### src/rtl/sha1_pkg.sv
package sha1_pkg;

  localparam logic [1:0] CmdRestart = 2'd0;
  localparam logic [1:0] CmdByte    = 2'd1;
  localparam logic [1:0] CmdFinish  = 2'd2;

  localparam logic [31:0] H0 = 32'h67452301;
  localparam logic [31:0] H1 = 32'hEFCDAB89;
  localparam logic [31:0] H2 = 32'h98BADCFE;
  localparam logic [31:0] H3 = 32'h10325476;
  localparam logic [31:0] H4 = 32'hC3D2E1F0;

  localparam logic [31:0] K0 = 32'h5A827999;
  localparam logic [31:0] K1 = 32'h6ED9EBA1;
  localparam logic [31:0] K2 = 32'h8F1BBCDC;
  localparam logic [31:0] K3 = 32'hCA62C1D6;

  localparam logic [7:0] PadByte = 8'h80;

  typedef struct packed {
    logic        start;
    logic [31:0] a;
    logic [31:0] b;
    logic [31:0] c;
    logic [31:0] d;
    logic [31:0] e;
  } round_req_t;

  function automatic logic [31:0] round_f(input logic [6:0] i, input logic [31:0] b,
                                          input logic [31:0] c, input logic [31:0] d);
    if (i < 7'd20) begin
      return (b & c) | (~b & d);
    end else if (i < 7'd40) begin
      return b ^ c ^ d;
    end else if (i < 7'd60) begin
      return (b & c) | (b & d) | (c & d);
    end else begin
      return b ^ c ^ d;
    end
  endfunction

  function automatic logic [31:0] round_k(input logic [6:0] i);
    if (i < 7'd20) begin
      return K0;
    end else if (i < 7'd40) begin
      return K1;
    end else if (i < 7'd60) begin
      return K2;
    end else begin
      return K3;
    end
  endfunction

endpackage

### src/rtl/sha1_byte_stream_digest_core.sv
// Channel  Dir  tdata fields (low first)                      tuser
// s_axis   in   cmd[1:0], data_byte[9:2]                       -
// m_axis   out  digest_w0..digest_w4 (w0 lowest, 160 bits)     digest_ok
// A byte is taken as a memory write, then a fill update, before the next item
// is ready. A full block then runs a start, a word fetch from the block memory,
// 80 rounds and the take-up of the new chaining words.
// Finish on an open message pads one byte per cycle, writes the eight
// length bytes and runs one or two compressions. Reset is synchronous; no
// item is taken while the digest beat waits.
module sha1_byte_stream_digest_core
  import sha1_pkg::*;
(
  input  logic         clk,
  input  logic         rst,
  input  logic         s_axis_tvalid,
  output logic         s_axis_tready,
  input  logic [15:0]  s_axis_tdata,   // cmd, data_byte
  output logic         m_axis_tvalid,
  input  logic         m_axis_tready,
  output logic [159:0] m_axis_tdata,   // digest_w0 .. digest_w4
  output logic         m_axis_tuser    // digest_ok
);

  typedef enum logic [2:0] {
    ST_IDLE, ST_BYTE, ST_PAD, ST_LEN, ST_COMP, ST_OUT
  } state_t;

  state_t      state;
  logic [31:0] mem [16];
  logic [31:0] rd_word;
  logic [5:0]  wr_addr;
  logic [7:0]  wr_data;
  logic        wr_en;
  logic [6:0]  fill;
  logic [63:0] bit_len;
  logic        fin, err;
  logic        pad_two;
  logic        after_final;
  logic        pad_pending;
  logic [31:0] h0, h1, h2, h3, h4;
  round_req_t  req;
  logic [3:0]  wrd_addr;
  logic        done;
  logic [31:0] r_a, r_b, r_c, r_d, r_e;
  logic [1:0]  cmd;
  logic [7:0]  dbyte;
  logic [63:0] len_next;

  assign cmd = s_axis_tdata[1:0];
  assign dbyte = s_axis_tdata[9:2];
  assign s_axis_tready = (state == ST_IDLE);
  assign m_axis_tvalid = (state == ST_OUT);
  assign len_next = bit_len + 64'd8;

  // Byte memory, read as big-endian 32-bit words by the round unit.
  always_ff @(posedge clk) begin
    if (wr_en) begin
      mem[wr_addr[5:2]][{~wr_addr[1:0], 3'd0} +: 8] <= wr_data;
    end
    rd_word <= mem[wrd_addr];
  end

  sha1_rounds u_rounds (
    .clk(clk), .rst(rst), .req(req), .wrd_addr(wrd_addr), .wrd_data(rd_word),
    .done(done), .h_a(r_a), .h_b(r_b), .h_c(r_c), .h_d(r_d), .h_e(r_e)
  );

  always_comb begin
    wr_en = 1'b0;
    wr_addr = fill[5:0];
    wr_data = dbyte;
    if (state == ST_IDLE && s_axis_tvalid && cmd == CmdByte && !fin && !err) begin
      wr_en = 1'b1;
    end else if (state == ST_PAD) begin
      wr_en = !fill[6];
      wr_data = 8'd0;
    end else if (state == ST_LEN) begin
      wr_en = 1'b1;
      wr_data = bit_len[8'd63 - {2'd0, fill[2:0], 3'd0} -: 8];
      wr_addr = {3'b111, fill[2:0]};
    end
    if (state == ST_IDLE && s_axis_tvalid && cmd == CmdFinish && !fin && !err) begin
      wr_en = 1'b1;
      wr_data = PadByte;
    end
  end

  always_ff @(posedge clk) begin
    req.start <= 1'b0;
    if (rst) begin
      state <= ST_IDLE;
      fill <= '0; bit_len <= '0; fin <= 1'b0; err <= 1'b0;
      h0 <= H0; h1 <= H1; h2 <= H2; h3 <= H3; h4 <= H4;
      pad_two <= 1'b0; after_final <= 1'b0;
    end else begin
      unique case (state)
        ST_IDLE: begin
          if (s_axis_tvalid) begin
            unique case (cmd)
              CmdRestart: begin
                fill <= '0; bit_len <= '0; fin <= 1'b0; err <= 1'b0;
                h0 <= H0; h1 <= H1; h2 <= H2; h3 <= H3; h4 <= H4;
              end
              CmdByte: begin
                if (fin || err) begin
                  err <= 1'b1;
                end else begin
                  bit_len <= len_next;
                  if (len_next == 64'd0) begin
                    err <= 1'b1;
                  end
                  state <= ST_BYTE;
                end
              end
              CmdFinish: begin
                if (err || fin) begin
                  state <= ST_OUT;
                end else begin
                  pad_two <= (fill > 7'd55);
                  fill <= fill + 7'd1;
                  state <= ST_PAD;
                end
              end
              default: ;
            endcase
          end
        end
        ST_BYTE: begin
          if (fill == 7'd63) begin
            fill <= '0;
            after_final <= 1'b0;
            req <= '{1'b1, h0, h1, h2, h3, h4};
            state <= ST_COMP;
          end else begin
            fill <= fill + 7'd1;
            state <= ST_IDLE;
          end
        end
        ST_PAD: begin
          if (pad_two) begin
            if (fill[6]) begin
              fill <= '0;
              pad_two <= 1'b0;
              after_final <= 1'b0;
              req <= '{1'b1, h0, h1, h2, h3, h4};
              state <= ST_COMP;
            end else begin
              fill <= fill + 7'd1;
            end
          end else if (fill >= 7'd55) begin
            fill <= '0;
            state <= ST_LEN;
          end else begin
            fill <= fill + 7'd1;
          end
        end
        ST_LEN: begin
          fill <= fill + 7'd1;
          if (fill[2:0] == 3'd7) begin
            fill <= '0;
            after_final <= 1'b1;
            req <= '{1'b1, h0, h1, h2, h3, h4};
            state <= ST_COMP;
          end
        end
        ST_COMP: begin
          if (done) begin
            h0 <= r_a; h1 <= r_b; h2 <= r_c; h3 <= r_d; h4 <= r_e;
            if (after_final) begin
              fin <= 1'b1;
              state <= ST_OUT;
            end else begin
              state <= (fill == 7'd0 && pad_pending) ? ST_PAD : ST_IDLE;
            end
          end
        end
        ST_OUT: begin
          if (m_axis_tready) begin
            state <= ST_IDLE;
          end
        end
        default: state <= ST_IDLE;
      endcase
    end
  end

  // A two-block finish resumes padding after the first compression.
  always_ff @(posedge clk) begin
    if (rst) begin
      pad_pending <= 1'b0;
    end else if (state == ST_PAD && pad_two && fill[6]) begin
      pad_pending <= 1'b1;
    end else if (state == ST_COMP && done) begin
      pad_pending <= 1'b0;
    end
  end

  always_comb begin
    if (err) begin
      m_axis_tdata = '0;
      m_axis_tuser = 1'b0;
    end else begin
      m_axis_tdata = {h4, h3, h2, h1, h0};
      m_axis_tuser = 1'b1;
    end
  end

endmodule

### src/rtl/sha1_rounds.sv
module sha1_rounds
  import sha1_pkg::*;
(
  input  logic        clk,
  input  logic        rst,
  input  round_req_t  req,
  output logic [3:0]  wrd_addr,
  input  logic [31:0] wrd_data,
  output logic        done,
  output logic [31:0] h_a,
  output logic [31:0] h_b,
  output logic [31:0] h_c,
  output logic [31:0] h_d,
  output logic [31:0] h_e
);

  // Block words arrive from the buffer memory in the cycle after their wrd_addr.
  // The 16-word schedule window is a shift line.
  logic [31:0] w [16];
  logic [6:0]  rnd;
  logic        busy;
  logic        fetch;
  logic [4:0]  fcnt;
  logic [31:0] a, b, c, d, e;
  logic [31:0] wi, t;
  logic [31:0] wx;

  assign wrd_addr = fcnt[3:0];
  assign wx = w[13] ^ w[8] ^ w[2] ^ w[0];
  assign wi = (rnd < 7'd16) ? w[rnd[3:0]] : {wx[30:0], wx[31]};
  assign t = {a[26:0], a[31:27]} + round_f(rnd, b, c, d) + e + wi + round_k(rnd);

  always_ff @(posedge clk) begin
    done <= 1'b0;
    if (rst) begin
      busy  <= 1'b0;
      fetch <= 1'b0;
      fcnt  <= '0;
      rnd   <= '0;
    end else if (req.start) begin
      busy  <= 1'b1;
      fetch <= 1'b1;
      fcnt  <= '0;
      rnd   <= '0;
      a <= req.a; b <= req.b; c <= req.c; d <= req.d; e <= req.e;
      h_a <= req.a; h_b <= req.b; h_c <= req.c; h_d <= req.d; h_e <= req.e;
    end else if (fetch) begin
      fcnt <= fcnt + 5'd1;
      if (fcnt != 5'd0) begin
        w[fcnt[3:0] - 4'd1] <= wrd_data;
      end
      if (fcnt == 5'd16) begin
        fetch <= 1'b0;
      end
    end else if (busy) begin
      a <= t;
      b <= a;
      c <= {b[1:0], b[31:2]};
      d <= c;
      e <= d;
      if (rnd >= 7'd16) begin
        for (int j = 0; j < 15; j++) begin
          w[j] <= w[j + 1];
        end
        w[15] <= wi;
      end
      rnd <= rnd + 7'd1;
      if (rnd == 7'd79) begin
        busy <= 1'b0;
        done <= 1'b1;
        h_a <= h_a + t;
        h_b <= h_b + a;
        h_c <= h_c + {b[1:0], b[31:2]};
        h_d <= h_d + c;
        h_e <= h_e + d;
      end
    end
  end

endmodule

### config.mk
export PLATFORM = sky130hd
export DESIGN_NAME = sha1_byte_stream_digest_core
export DESIGN_NICKNAME = d
export VERILOG_FILES = /design/src/rtl/sha1_pkg.sv /design/src/rtl/sha1_byte_stream_digest_core.sv /design/src/rtl/sha1_rounds.sv
export SDC_FILE = /design/constraint.sdc
export NUM_CORES = 2
export LEC_CHECK = 0
export BUFFER_PORTS_ARGS = -buffer_cell sky130_fd_sc_hd__buf_2
export CAP_MARGIN = 20
export CORE_UTILIZATION = 60
export DETAILED_ROUTE_END_ITERATION = 8
export PLACE_DENSITY = 0.77
export SYNTH_ARGS = -nofsm -noshare
export SYNTH_HDL_FRONTEND = slang
export SYNTH_HIERARCHICAL = 1
export SYNTH_SLANG_ARGS = --single-unit
export TNS_END_PERCENT = 50
### constraint.sdc
create_clock -name clk -period 25.4 [get_ports clk]
set_input_delay 5.08 -clock clk [delete_from_list [all_inputs] [get_ports clk]]
set_output_delay 5.08 -clock clk [all_outputs]
set_load 0.01 [all_outputs]
== Yosys cells after proc, flatten, opt, wreduce, memory -nomap -nowiden ==
Memory sizes are Yosys's and may differ from the RTL's. A register that Yosys moved wholly into a read port is not among the register bits.
Cells that the tools add are included.

* Flip-flop bits (word level): 735
* Latch bits: 0
* Bits in writable memories: 1,024
* ROM bits: 0
* Output and inout bits: 163
* Memories kept: 2

* Add/subtract/negate cells: 16
* Multipliers: 0
* Div/mod/pow operators: 0
* Order comparisons: 7
* Equal/unequal tests: 31
* Shifts and indexed selects: 3
* Mux-type cells: 152
* Bitwise logic cells: 17
* Reductions and logical operators: 43

{| class="wikitable"
|+ Memories
! memory !! words !! width !! rd ports !! clocked after memory_dff !! wr ports !! line !! RTL
|-
| mem || 16 || 32 || 1 || 1 || 1 || sha1_byte_stream_digest_core.sv:29 || <nowiki>logic [31:0] mem [16];</nowiki>
|-
| u_rounds.w || 16 || 32 || 17 || 1 || 16 || sha1_rounds.sv:19 || <nowiki>logic [31:0] w [16];</nowiki>
|}

{| class="wikitable"
|+ Operator list
! kind !! number
|-
| 2-to-1 mux 32 bit || 58
|-
| 2-to-1 mux 161 bit || 4
|-
| case mux 161 bit (3 select lines) || 1
|-
| case mux 32 bit (2 select lines) || 5
|-
| adder 32 bit || 9
|-
| 2-to-1 mux 160 bit || 1
|-
| XOR 32 bit || 5
|-
| bitwise AND 32 bit || 4
|-
| case mux 64 bit (2 select lines) || 1
|-
| bitwise OR 32 bit || 3
|-
| indexed part select 71 x 9 -> 8 bit || 1
|-
| adder 64 x 4 -> 64 bit, second input constant || 1
|-
| zero test 64 bit || 1
|-
| 2-to-1 mux 64 bit || 1
|-
| 2-to-1 mux 7 bit || 7
|-
| 2-to-1 mux 1 bit || 43
|-
| 2-to-1 mux 3 bit || 11
|-
| 2-to-1 mux 8 bit || 4
|-
| inverter 32 bit || 1
|-
| OR reduction 32 bit || 1
|-
| variable shift 8 x 7 -> 32 bit, first input constant || 1
|-
| indexed part select 8 x 7 -> 32 bit || 1
|-
| 2-to-1 mux 31 bit || 1
|-
| case mux 7 bit (4 select lines) || 1
|-
| other kinds (50) || 103
|}

== Longest topological paths before layout ==
* Depth after elaboration: 15
* Mapped depth: 36
* Depth with buffers taken out: 33

== Hierarchy ==
Netlist, hierarchy kept.

{| class="wikitable"
|+ By module, submodules not included
! module !! instances !! cells an instance !! area each (sq um) !! sequential area each (sq um)
|-
| sha1_rounds || 1 || 4,216 || 50,960.1 || 25,364.3
|-
| sha1_byte_stream_digest_core || 1 || 2,788 || 38,664.6 || 25,564.5
|}

== Least setup slack after synthesis ==
Ideal clock, no wire load.

* Kind: input port to flip-flop
* Start point: in rst
* End point: reg u_rounds.h_a[0] (enable)
* Setup time: 916 ps
* Arrival: 16,719 ps
* Required time: 24,484 ps
* Path slack: 7,765 ps
* Cell stages on the path: 1
* Path buffers: 0
* Cells stage by stage: a211oi_1

* Word-level cells in the longest chain between the ends: 2

{| class="wikitable"
|+ RTL lines
! what !! line !! RTL
|-
| from (decl) || sha1_byte_stream_digest_core.sv:14 || <nowiki>input logic rst,</nowiki>
|-
| inverter 1 bit (no source line) || n/a ||
|-
| AND reduction 4 bit (no source line) || n/a ||
|-
| to (signal assigned) || sha1_rounds.sv:46 || <nowiki>h_a <= req.a; h_b <= req.b; h_c <= req.c; h_d <= req.d; h_e <= req.e;</nowiki>
|-
| to (signal assigned) || sha1_rounds.sv:71 || <nowiki>h_a <= h_a + t;</nowiki>
|-
| to (decl) || sha1_rounds.sv:10 || <nowiki>output logic [31:0] h_a,</nowiki>
|}

Every way passes these cells.
A chain may end at the register's enable or synchronous reset.

==> impl_metrics.csv <==
group,metric,value,unit
clock_tree,cts_tree,"built",
clock_tree,cts.hold.buffers_added,0,
pwr,switching_power,1389,uW
synthesis,synth_seq_cells,1792,
floorplan,die-area,150900,um^2
critical_path,regToRegSetupSlack,15310,ps
clock_tree,clock_sinks,1792,
routing,drc_errors,0,
pwr,power_frac_comb,0.044,
critical_path,crit_path_start_kind,"register",
synthesis,avgSynthCellArea,12.80,um^2
clock_tree,ctsResizeCount,0,
pwr,cell_internal_pwr,4914,uW
critical_path,slowest_stage,"dfxtp_4",
critical_path,cpLargestDelayFamily,"compound AO/OA/AOI/OAI gates",
timing,setup_viol,0,
clock_tree,numCtsBuffers,182,
critical_path,cpPeakStageDelay,990,ps
pwr,total_power,6303,uW
placement,port_buffers,176,
floorplan,die_w,388.5,um
timing,slew_headroom,0.1614,
hold_path,hold_path_class,"reg2reg",
global_routing,antenna_found_initial,13,
critical_path,cp.required,25930,ps
synthesis,synth_warnings,6,
critical_path,crit_type,"reg2reg",
pwr,swShare,0.2203,
clock_tree,clk_pin_slew_worst_paths,60,ps
critical_path,worstPathArrival,10620,ps
clock_tree,clk_latency,840,ps
synthesis,syn-num-nets,7361,
timing,tightest_slew,1258,ps
synthesis,synth-edff-count,1504,
critical_path,crit_buf_inv,4,
clock_tree,root_buffer,"clkbuf_16",
routing,wl_met1,96950,um
pwr,ir_drop,0.07408,mV
critical_path,cp_max_fo,48,
pwr,leakagePower,0.03624,uW
global_routing,grt_use_total,0.3213,
pwr,p_per_area,64.04,nW/um^2
routing,highest_layer,"met5",
clock_tree,cts_buffer_depth,3,
timing,fin_setup_tns,0,ps
synthesis,yosys.cell_types.count,96,
timing,rsz0062_at_grt,"no",
routing,via_count,59980,
routing,wl_met2,112000,um
floorplan,die_h,388.5,um
routing,vias_per_cell,6.607,
clock_tree,htree_levels,4,
layout,area_growth,9.809,%
global_routing,grt_overflow_total,0,
job,maxCapViolations,0,
routing,routed_wl,244400,um
routing,ant_nets,0,
synthesis,seq_area_frac_synth,0.5682,
routing,drtPass1Iterations,6,
routing,wl_met3,26170,um
timing,slew_viol_final,0,
critical_path,crit_top_cell,"a21o_1",
placement,place_hpwl,155400,um
floorplan,row_count,141,
floorplan,core-area,148000,um^2
global_routing,grt_pass1_wl,364300,um
synthesis,synthCells,7004,
clock_tree,post_cts_buffers,0,
synthesis,async_flop_share,0,
timing,finClkSkew,60.00,ps
floorplan,start_util,0.6055,
placement,place.gp.congestion,0.9658,
synthesis,synth_area_leaders,"edfxtp_1 50%, mux4_2 8.4%, dfxtp_1 6.4%",
outcome,status,"finished clean",
layout,final_nets,7351,
routing,drtIter0Drc,7421,
synthesis,synth_top_cell_area_share,0.5039,
critical_path,cp-end-kind,"register",
timing,period_share,0.3971,
synthesis,yosys.area.top_type,"edfxtp_1",
routing,routedWlPerCell,26.92,um
timing,hold_viol,0,
synthesis,synth_ff_type,"edfxtp_1",
pwr,power_frac_seq,0.514,
pwr,clkPwrFrac,0.442,
timing,period_minus_slack,10090,ps
synthesis,netlist_area,89620,um^2
layout,drive_gt1_frac,0.1364,
timing,fmax,99.14,MHz
floorplan,io_pins,183,
global_routing,grt_pass1_vias,58040,
global_routing,grt_max_degree,256,
[logic make-up (layout without fill, tap and decap cells)]
group                    Yosys count  in the layout  synth area share
AO/OA/AOI/OAI                   1703           1703            0.1261
AND/OR/NAND/NOR                 1669           1669           0.09354
buffers and inverters            809            951           0.03457
adder cells (fa/ha/maj)          337            337           0.05752
multiplexers                     389            389           0.09025
XOR/XNOR                         305            305           0.02981
flip-flops                      1792           1792            0.5682
other                              0              2                 0
[synth_stat cells (12+ instances only)]
library cell  instances
o21bai_1             55
edfxtp_1           1504
o21ai_0             425
nand2_1             419
nor2b_1             350
and4_1               13
mux2i_1              33
and3_1               27
o221ai_1             13
buf_1                31
o22ai_1              86
a211oi_1             24
mux2_2               23
fa_1                125
o21a_1               26
a21oi_1             214
a311oi_1             13
nor2_1              416
a21o_1              571
inv_1               353
o211ai_1             20
mux4_2              333
nand3_1              72
dfxtp_1             288
nor4_1               18
or3_1                28
xor2_1               90
buf_2                22
or4_1                12
a31oi_1              21
ha_1                212
a221o_1              21
nor3_1               64
o31ai_1              22
clkbuf_1            394
a22oi_1              90
xnor2_1             215
and2_1               44
nand4_1              44
nand2b_1            107
[per-layer routing]
layer,GRT usage,up-vias
met5,0,-
met4,0.1166,6
met3,0.06464,490
met2,0.4953,3543
met1,0.4557,30010
li1,-,25930
[path summary, 6_finish.rpt]
kind / start / end / cells after the start
worst max-delay path: register / u_rounds/h_a[29]$_DFFE_PP_ / 30
worst min-delay path: h3[14]$_SDFFE_PP1P_ / h3[14]$_SDFFE_PP1P_ / 2
worst max register to register: register / u_rounds/h_a[29]$_DFFE_PP_ / 30
worst min register to register: h3[14]$_SDFFE_PP1P_ / h3[14]$_SDFFE_PP1P_ / 2
[flip-flops by register name (all words and copies together), names as in the netlist, 61 cells and up, named ones only]
| name | count |
|---|---|
| mem | 512 |
| u_rounds/w | 512 |
| req | 161 |
| bit_len | 61 |
[worst reg2reg max path, delay by kind of cell, from the launching register on]
kind / cells / cell delay (ps)
AOI/OAI and AO/OA: 15 / 3790
adders and majority gates: 5 / 2020
muxes: 2 / 1130
buffers and inverters: 4 / 1010
DFF: 1 / 990
xor gates and xnor gates: 2 / 540
and+or+nand+nor: 2 / 310
[power by group through the flow]
stage	Combinational, uW	Clock (uW)	Sequential (uW)
2_1_floorplan	201	0	3290
3_3_place_gp	256	0	3300
3_5_place_dp	272	0	3300
4_1_cts	276	2810	3240
5_1_grt	301	2910	3240
6_report	280	2780	3240
[area by class of cell]
type                            count  area (um^2)
Antenna cell                        2        5.005
Clock buffer                      253         5114
Clock inverter                     83         1141
Fill cell                       10410        49600
Inverter                          354         1329
Multi-Input combinational cell   4403        35870
Sequential cell                  1792        50960
Tap cell                         1930         2415
Timing Repair Buffer              261         1587
[cell usage in the layout, fill, tap and decap left out, types with 33 or more instances in the layout]
cell       instances
nand2b_1         107
o21bai_1          55
xnor2_1          215
buf_4             76
nor2_1           413
ha_1             212
o22ai_1           86
mux4_2           333
buf_2            178
a21oi_1          212
nor2b_1          350
clkbuf_1          44
nand2_1          418
a22oi_1           90
nor3_1            63
edfxtp_1        1504
fa_1             125
clkbuf_16        184
mux2i_1           33
inv_1            353
dfxtp_1          278
and2_1            43
nand4_1           44
nand3_1           71
a21o_1           571
o21ai_0          409
xor2_1            90
[metrics by stage]
step / hold slack (ps) / area [um^2] / utilization / setup WS, ps / instances
6_report: 490.6 / 98420 / 0.6649 / 15310 / 9078
4_1_cts: 490.6 / 98360 / 0.6646 / 15350 / 9072
3_5_place_dp: 473.7 / 92110 / 0.6223 / 15440 / 8736
3_3_place_gp: 469.2 / 92090 / 0.6222 / 15470 / 8733
2_1_floorplan: 452.4 / 89620 / - / 7765 / 7004
5_1_grt: 528.6 / 98410 / 0.6649 / 14660 / 9077
(Power assumes the default switching activity.)
